--- src/rtl/core/assert_macros.svh ---
// assertion helpers, included by tremolo_triangle_lfo_top
`ifndef ASSERT_MACROS_SVH
`define ASSERT_MACROS_SVH

// checked on every clock edge outside reset
`define ASSERT_CLK(lbl, prop, msg) \
  lbl: assert property (@(posedge clk) disable iff (rst) prop) else $error(msg);

// checked on every clock edge, reset included
`define ASSERT_ALWAYS(lbl, prop, msg) \
  lbl: assert property (@(posedge clk) prop) else $error(msg);

`endif

--- src/rtl/core/tlfo_pkg.sv ---
// ----------------------------------------------------------------------------
// tlfo_pkg
// Shared types and constants of the tremolo triangle lfo block.
// ----------------------------------------------------------------------------
package tlfo_pkg;

  localparam int SAMPLE_W  = 16;
  localparam int CFG_W     = 16;
  localparam int CFG_IDX_W = 1;
  localparam int COUNT_W   = 17;
  localparam int MAG_W     = 17;
  localparam int PROD1_W   = MAG_W + COUNT_W;          // magnitude times count
  localparam int PROD_W    = PROD1_W + CFG_W;          // times depth
  localparam int QUO_W     = PROD_W - 16;              // product over 65536
  localparam int DIV_STEPS = QUO_W;
  localparam int DIV_CNT_W = $clog2(DIV_STEPS + 1);

  localparam logic [CFG_W-1:0] PERIOD_RESET = 16'd11025;
  localparam logic [CFG_W-1:0] DEPTH_RESET  = 16'd45875;

  localparam logic [COUNT_W-1:0] COUNT_PEAK = 17'd65536;

  localparam logic [QUO_W-1:0] POS_LIMIT = QUO_W'(32767);
  localparam logic [QUO_W-1:0] NEG_LIMIT = QUO_W'(32768);

  typedef enum logic [CFG_IDX_W-1:0] {
    CFG_PERIOD = 1'b0,
    CFG_DEPTH  = 1'b1
  } cfg_reg_t;

  typedef enum logic [2:0] {
    ST_IDLE,
    ST_MUL1,
    ST_MUL2,
    ST_DIV,
    ST_DONE
  } state_t;

  typedef struct packed {
    logic busy;
    logic done;
  } div_status_t;

endpackage

--- src/rtl/core/tremolo_triangle_lfo_top.sv ---
// ----------------------------------------------------------------------------
// tremolo_triangle_lfo_top
// Tremolo: scales each sample by count * depth / period, triangle lfo count.
// ----------------------------------------------------------------------------
//  channel | handshake             | payload
//  --------+-----------------------+---------------------------
//  in      | in_valid / in_stall   | sample_in  (s16)
//  out     | out_valid / out_stall | sample_out (s16)
//  cfg     | cfg_we                | cfg_index, cfg_data (u16)
//
//  a sample goes from transfer through the multiply states ST_MUL1 and ST_MUL2,
//  the restoring divider (a 34-bit quotient, then done) and ST_DONE, which
//  saturates and loads it; no new sample is taken until ST_DONE is left.
//  a zero period skips the divider and gives a zero result.
//  in_stall is high while a sample is being worked on; a finished result
//  waits until the output register is free, which holds it until it is taken.
//  rst is synchronous; it restores period, depth and the lfo counter.
module tremolo_triangle_lfo_top (
  input  logic                                clk,
  input  logic                                rst,
  input  logic                                in_valid,
  output logic                                in_stall,
  input  logic signed [tlfo_pkg::SAMPLE_W-1:0] sample_in,
  output logic                                out_valid,
  input  logic                                out_stall,
  output logic signed [tlfo_pkg::SAMPLE_W-1:0] sample_out,
  input  logic                                cfg_we,
  input  logic [tlfo_pkg::CFG_IDX_W-1:0]      cfg_index,
  input  logic [tlfo_pkg::CFG_W-1:0]          cfg_data
);

  tlfo_pkg::state_t state, state_next;

  logic [tlfo_pkg::CFG_W-1:0]   period;
  logic [tlfo_pkg::CFG_W-1:0]   depth_q16;
  logic [tlfo_pkg::COUNT_W-1:0] lfo_count;
  logic                         count_down;

  logic [tlfo_pkg::MAG_W-1:0]   mag;
  logic                         neg;
  logic [tlfo_pkg::COUNT_W-1:0] count_snap;
  logic [tlfo_pkg::PROD1_W-1:0] prod1;
  logic [tlfo_pkg::QUO_W-1:0]   dividend;
  logic                         zero_div;

  logic                         in_xfer;
  logic                         out_free;
  logic                         div_start;
  tlfo_pkg::div_status_t        div_status;
  logic [tlfo_pkg::QUO_W-1:0]   quotient;

  logic [tlfo_pkg::MAG_W-1:0]   mag_in;
  logic [tlfo_pkg::COUNT_W-1:0] count_step;
  logic [tlfo_pkg::PROD_W-1:0]  prod_full;
  logic [tlfo_pkg::QUO_W-1:0]   q_sat;
  logic [tlfo_pkg::SAMPLE_W-1:0] result;

  assign in_stall = (state != tlfo_pkg::ST_IDLE);
  assign in_xfer  = in_valid && !in_stall;
  assign out_free = !out_valid || !out_stall;

  // configuration
  always_ff @(posedge clk) begin
    if (rst) begin
      period    <= tlfo_pkg::PERIOD_RESET;
      depth_q16 <= tlfo_pkg::DEPTH_RESET;
    end else if (cfg_we) begin
      case (tlfo_pkg::cfg_reg_t'(cfg_index))
        tlfo_pkg::CFG_PERIOD: period    <= cfg_data;
        tlfo_pkg::CFG_DEPTH:  depth_q16 <= cfg_data;
        default: ;
      endcase
    end
  end

  // sign-magnitude split of the input sample
  always_comb begin
    logic [tlfo_pkg::MAG_W-1:0] ext;
    ext    = {sample_in[tlfo_pkg::SAMPLE_W-1], sample_in};
    mag_in = sample_in[tlfo_pkg::SAMPLE_W-1] ? (~ext + 1'b1) : ext;
  end

  assign count_step = count_down ? (lfo_count - 1'b1) : (lfo_count + 1'b1);

  // triangle counter steps once per transfer, after its value is captured
  always_ff @(posedge clk) begin
    if (rst) begin
      lfo_count  <= '0;
      count_down <= 1'b0;
    end else if (in_xfer) begin
      lfo_count <= count_step;
      if (count_step > {1'b0, period}) begin
        count_down <= 1'b1;
      end else if (count_step == '0) begin
        count_down <= 1'b0;
      end
    end
  end

  always_ff @(posedge clk) begin
    if (rst) begin
      state <= tlfo_pkg::ST_IDLE;
    end else begin
      state <= state_next;
    end
  end

  always_comb begin
    state_next = state;
    div_start  = 1'b0;
    case (state)
      tlfo_pkg::ST_IDLE: begin
        if (in_xfer) begin
          state_next = tlfo_pkg::ST_MUL1;
        end
      end
      tlfo_pkg::ST_MUL1: state_next = tlfo_pkg::ST_MUL2;
      tlfo_pkg::ST_MUL2: begin
        if (period == '0) begin
          state_next = tlfo_pkg::ST_DONE;
        end else begin
          div_start  = 1'b1;
          state_next = tlfo_pkg::ST_DIV;
        end
      end
      tlfo_pkg::ST_DIV: begin
        if (div_status.done) begin
          state_next = tlfo_pkg::ST_DONE;
        end
      end
      tlfo_pkg::ST_DONE: begin
        if (out_free) begin
          state_next = tlfo_pkg::ST_IDLE;
        end
      end
      default: state_next = tlfo_pkg::ST_IDLE;
    endcase
  end

  assign prod_full = tlfo_pkg::PROD_W'(prod1) * tlfo_pkg::PROD_W'(depth_q16);

  // dividing by period << 16 is the same as dropping 16 bits first
  assign dividend = prod_full[tlfo_pkg::PROD_W-1:16];

  // datapath registers
  always_ff @(posedge clk) begin
    if (in_xfer) begin
      mag        <= mag_in;
      neg        <= sample_in[tlfo_pkg::SAMPLE_W-1];
      count_snap <= lfo_count;
    end
    if (state == tlfo_pkg::ST_MUL1) begin
      prod1 <= tlfo_pkg::PROD1_W'(mag) * tlfo_pkg::PROD1_W'(count_snap);
    end
    if (state == tlfo_pkg::ST_MUL2) begin
      zero_div <= (period == '0);
    end
  end

  tlfo_div u_div (
    .clk      (clk),
    .rst      (rst),
    .start    (div_start),
    .dividend (dividend),
    .divisor  (period),
    .status   (div_status),
    .quotient (quotient)
  );

  // saturate the magnitude, then restore the sign; a zero period gives zero
  always_comb begin
    if (neg) begin
      q_sat = (quotient > tlfo_pkg::NEG_LIMIT) ? tlfo_pkg::NEG_LIMIT : quotient;
    end else begin
      q_sat = (quotient > tlfo_pkg::POS_LIMIT) ? tlfo_pkg::POS_LIMIT : quotient;
    end
    if (zero_div) begin
      result = '0;
    end else if (neg) begin
      result = ~q_sat[tlfo_pkg::SAMPLE_W-1:0] + 1'b1;
    end else begin
      result = q_sat[tlfo_pkg::SAMPLE_W-1:0];
    end
  end

  always_ff @(posedge clk) begin
    if (rst) begin
      out_valid <= 1'b0;
    end else if (state == tlfo_pkg::ST_DONE && out_free) begin
      out_valid <= 1'b1;
    end else if (!out_stall) begin
      out_valid <= 1'b0;
    end
  end

  always_ff @(posedge clk) begin
    if (state == tlfo_pkg::ST_DONE && out_free) begin
      sample_out <= result;
    end
  end

`include "assert_macros.svh"

  `ASSERT_CLK(a_count_range, lfo_count <= tlfo_pkg::COUNT_PEAK, "lfo count beyond peak")
  `ASSERT_CLK(a_xfer_starts, in_xfer |=> state == tlfo_pkg::ST_MUL1, "transfer did not start work")
  `ASSERT_CLK(a_out_from_done, $rose(out_valid) |-> $past(state) == tlfo_pkg::ST_DONE,
              "result shown without finished work")
  `ASSERT_CLK(a_count_hold, !in_xfer |=> $stable(lfo_count), "lfo count moved without transfer")
  `ASSERT_ALWAYS(a_div_idle, rst |=> !div_status.busy, "divider busy after reset")

endmodule

--- src/rtl/core/tlfo_div.sv ---
// ----------------------------------------------------------------------------
// tlfo_div
// Restoring divider, one quotient bit per cycle.
// ----------------------------------------------------------------------------
module tlfo_div (
  input  logic                        clk,
  input  logic                        rst,
  input  logic                        start,
  input  logic [tlfo_pkg::QUO_W-1:0]  dividend,
  input  logic [tlfo_pkg::CFG_W-1:0]  divisor,
  output tlfo_pkg::div_status_t       status,
  output logic [tlfo_pkg::QUO_W-1:0]  quotient
);

  logic [tlfo_pkg::DIV_CNT_W-1:0] steps;
  logic                           busy;
  logic                           done;
  logic [tlfo_pkg::CFG_W-1:0]     rem;
  logic [tlfo_pkg::QUO_W-1:0]     quo;
  logic [tlfo_pkg::CFG_W-1:0]     div_r;

  logic [tlfo_pkg::CFG_W:0]       trial;
  logic                           fits;
  logic [tlfo_pkg::CFG_W:0]       diff;

  // shift in the next dividend bit and try a subtract
  always_comb begin
    trial = {rem, quo[tlfo_pkg::QUO_W-1]};
    fits  = (trial >= {1'b0, div_r});
    diff  = trial - {1'b0, div_r};
  end

  always_ff @(posedge clk) begin
    if (rst) begin
      busy  <= 1'b0;
      done  <= 1'b0;
      steps <= '0;
    end else begin
      done <= 1'b0;
      if (start) begin
        busy  <= 1'b1;
        steps <= tlfo_pkg::DIV_CNT_W'(tlfo_pkg::DIV_STEPS);
      end else if (busy) begin
        steps <= steps - 1'b1;
        if (steps == tlfo_pkg::DIV_CNT_W'(1)) begin
          busy <= 1'b0;
          done <= 1'b1;
        end
      end
    end
  end

  always_ff @(posedge clk) begin
    if (start) begin
      rem   <= '0;
      quo   <= dividend;
      div_r <= divisor;
    end else if (busy) begin
      // remainder stays below the divisor, so it fits in CFG_W bits
      rem <= fits ? diff[tlfo_pkg::CFG_W-1:0] : trial[tlfo_pkg::CFG_W-1:0];
      quo <= {quo[tlfo_pkg::QUO_W-2:0], fits};
    end
  end

  assign status.busy = busy;
  assign status.done = done;
  assign quotient    = quo;

endmodule

--- config.mk ---
export PLATFORM = sky130hd
export DESIGN_NAME = tremolo_triangle_lfo_top
export DESIGN_NICKNAME = d
export VERILOG_FILES = /design/src/rtl/core/tlfo_pkg.sv /design/src/rtl/core/tremolo_triangle_lfo_top.sv /design/src/rtl/core/tlfo_div.sv
export VERILOG_INCLUDE_DIRS = /design/src /design/src/rtl/core
export SDC_FILE = /design/constraint.sdc
export NUM_CORES = 2
export LEC_CHECK = 0
export BUFFER_PORTS_ARGS = -buffer_cell sky130_fd_sc_hd__buf_2
export CELL_PAD_IN_SITES_DETAIL_PLACEMENT = 2
export CELL_PAD_IN_SITES_GLOBAL_PLACEMENT = 2
export CORE_ASPECT_RATIO = 1.5
export CORE_MARGIN = 2
export CORE_UTILIZATION = 46
export CTS_CLUSTER_DIAMETER = 40
export DETAILED_ROUTE_END_ITERATION = 12
export GPL_TIMING_DRIVEN = 0
export PLACE_DENSITY_LB_ADDON = 0.1
export SYNTH_ARGS = -nofsm -noshare
export SYNTH_HDL_FRONTEND = slang
export SYNTH_HIERARCHICAL = 1
export SYNTH_SLANG_ARGS = --single-unit
--- constraint.sdc ---
create_clock -name clk -period 20 [get_ports clk]
set_clock_uncertainty 0.2 [all_clocks]
set_input_delay 4 -clock clk [delete_from_list [all_inputs] [get_ports clk]]
set_output_delay 4 -clock clk [all_outputs]
set_load 0.02 [all_outputs]
==> flow_summary.toml <==
[status]
status = "finished with violations"
violations = "max-capacitance violations, max-slew violations"

[critical_path]
cp-end-kind = "register"
r2r-start = "depth_q16[10]$_SDFFE_PP0P_"
critPathLaunchType = "register"
critPathKind = "register to register"
crit_start = "depth_q16[10]$_SDFFE_PP0P_"
arrival_ns = 9.41
r2r_setup_slack_ns = 10.73
cp_data_required_time_ns = 20.14
ff2ff_path_depth = 21
crit_path_max_fanout = 10
r2r_end = "u_div/quotient[32]$_DFFE_PP_"

[min_path]
hold_class = "register to register"
holdPathStages = 0
hp-start = "period[13]$_SDFFE_PP1P_"
min_to = "u_div/div_r[13]$_DFFE_PP_"

[die]
fp-row-count = 126
io_pins = 56
initial_core_util_pct = 46.4
die_h_um = 349
dieArea_mm2 = 0.0816
coreArea_mm2 = 0.0787
die_w_um = 234

[cts]
clock_sinks = 214
htreeDepth = 2
cts_buffers = 37
root_buffer = "clkbuf_16"
post_cts_buffers = 0
cts.path.max_buffers = 3
path_clk_slew_ns = 0.06
holdBufCountCts = 0
post_cts_resized = 0
clock_latency_ns = 0.60
cts_tree = "built"

[routing]
drc = 0
wl_per_cell_um = 28.6
vias_per_cell = 5.74
wl_um = 147000
drt_iter0_drc = 1459
first_pass_iters = 6
num_vias = 29600
ant_nets = 0

[place]
numPortBuffers = 54
place.gp.congestion = 0.911
placed_cells = 5082
place_area_mm2 = 0.0381
hpwl_um = 119000

[timing]
rsz0062_at_grt = "no"
max-slew-margin-rel_pct = -1.29
finalSetupViolations = 0
worst_pin_slew_ns = 1.52
fin_setup_tns_ns = 0
fmax_mhz = 108
slew_viol_final = 11
period_needed_ns = 9.27
finalHoldViolCount = 0
period_share_pct = 46.4

[logic_synthesis]
syn_avg_cell_area_um2 = 9.12
yosys_warnings = 6
synthesis.area_mm2 = 0.0365
syn_nets = 4987
synth_cells = 3999

[final_layout]
final_area_mm2 = 0.0394
final_cell_count_no_fill = 5153
fin_util_pct = 50.1
layout-drive-gt1-share_pct = 4.65
area_growth_syn_to_layout_pct = 8.08
nets = 5086

[grt]
grtUsageTotal_pct = 37.4
grt_antenna_before_repair = 7
grt_pass1_wl_um = 222000
overflow = 0
grt_max_degree = 45
grt_pass1_vias = 36500

[flow_run]
cap_violations = 1
[worst max-delay path, stage by stage (launching register included)]
cell       delay (ns)
dfxtp_1          0.32
clkbuf_1         0.73
clkbuf_1         0.64
nand2_1          0.19
fa_1             0.59
inv_1            0.06
fa_1             0.55
fa_1             0.44
fa_1             0.47
fa_1             0.50
inv_1            0.06
fa_1             0.52
inv_1            0.05
ha_1             0.60
and3_1           0.26
o211ai_1         0.53
a2111oi_0        0.77
nor2_1           0.23
o311ai_0         0.70
a21oi_1          0.18
xnor2_1          0.16
mux2_2           0.26
[sequential cells by signal, summed over array words and instances, names as in the netlist, 3 cells and up]
name,count
u_div/rem,16
count_snap,17
u_div/div_r,16
u_div/quotient,34
mag,17
prod1,34
state,3
lfo_count,17
sample_out,16
u_div/steps,6
period,16
depth_q16,16
[routing by layer]
layer  vias to the layer above  GRT usage [%]  wire (um)
li1                      12500              -          -
met1                     15400           34.2      46100
met3                       637           6.15       6520
met5                         -              0         37
met2                      1025           69.5      78600
met4                         6           34.2      16200
[through the flow]
step / setup slack (ns) / hold slack (ns)
after global placement: 10.76 / 0.249
after global routing: 10.48 / 0.293
after CTS: 10.80 / 0.276
final: 10.73 / 0.288
after detailed placement: 10.88 / 0.260
after floorplan: 13.20 / 0.231
[layout by cell type, fill, tap and decap left out, drive strengths merged, types with 15 or more instances in the layout]
master and instances:
nor2 107, o21ai 62, a21o 36, edfxtp 136, and2 319, inv 813
nand2 698, nand2b 15, xnor2 74, mux2 34, ha 279, nand4 17
buf 72, o211ai 15, fa 671, clkbuf 207, o21bai 19, xor2 34
nor3 38, nand3 24, dfxtp 78, o31ai 16, nand3b 15, a21oi 134
[final cells by class]
type,instances,area (um^2)
antenna,3,7.51
inverter,805,3020
tap,1024,1280
sequential,214,5650
timing repair buffer,60,339
buffer,181,726
multi-input combinational,2799,27100
clock buffer,38,930
clock inverter,29,370
fill,8440,39300
[worst max-delay path by stage]
stage / cells after the start / endpoint
floorplan: 23 / u_div/quotient[11]$_DFFE_PP_
global placement: 23 / u_div/quotient[22]$_DFFE_PP_
detailed placement: 22 / u_div/quotient[16]$_DFFE_PP_
CTS: 21 / u_div/quotient[32]$_DFFE_PP_
global route: 21 / u_div/quotient[32]$_DFFE_PP_
finish: 21 / u_div/quotient[32]$_DFFE_PP_
Power is left out: the tool's default activity adds up to more than one toggle a clock period on the data nets, which glitch-free logic cannot reach.
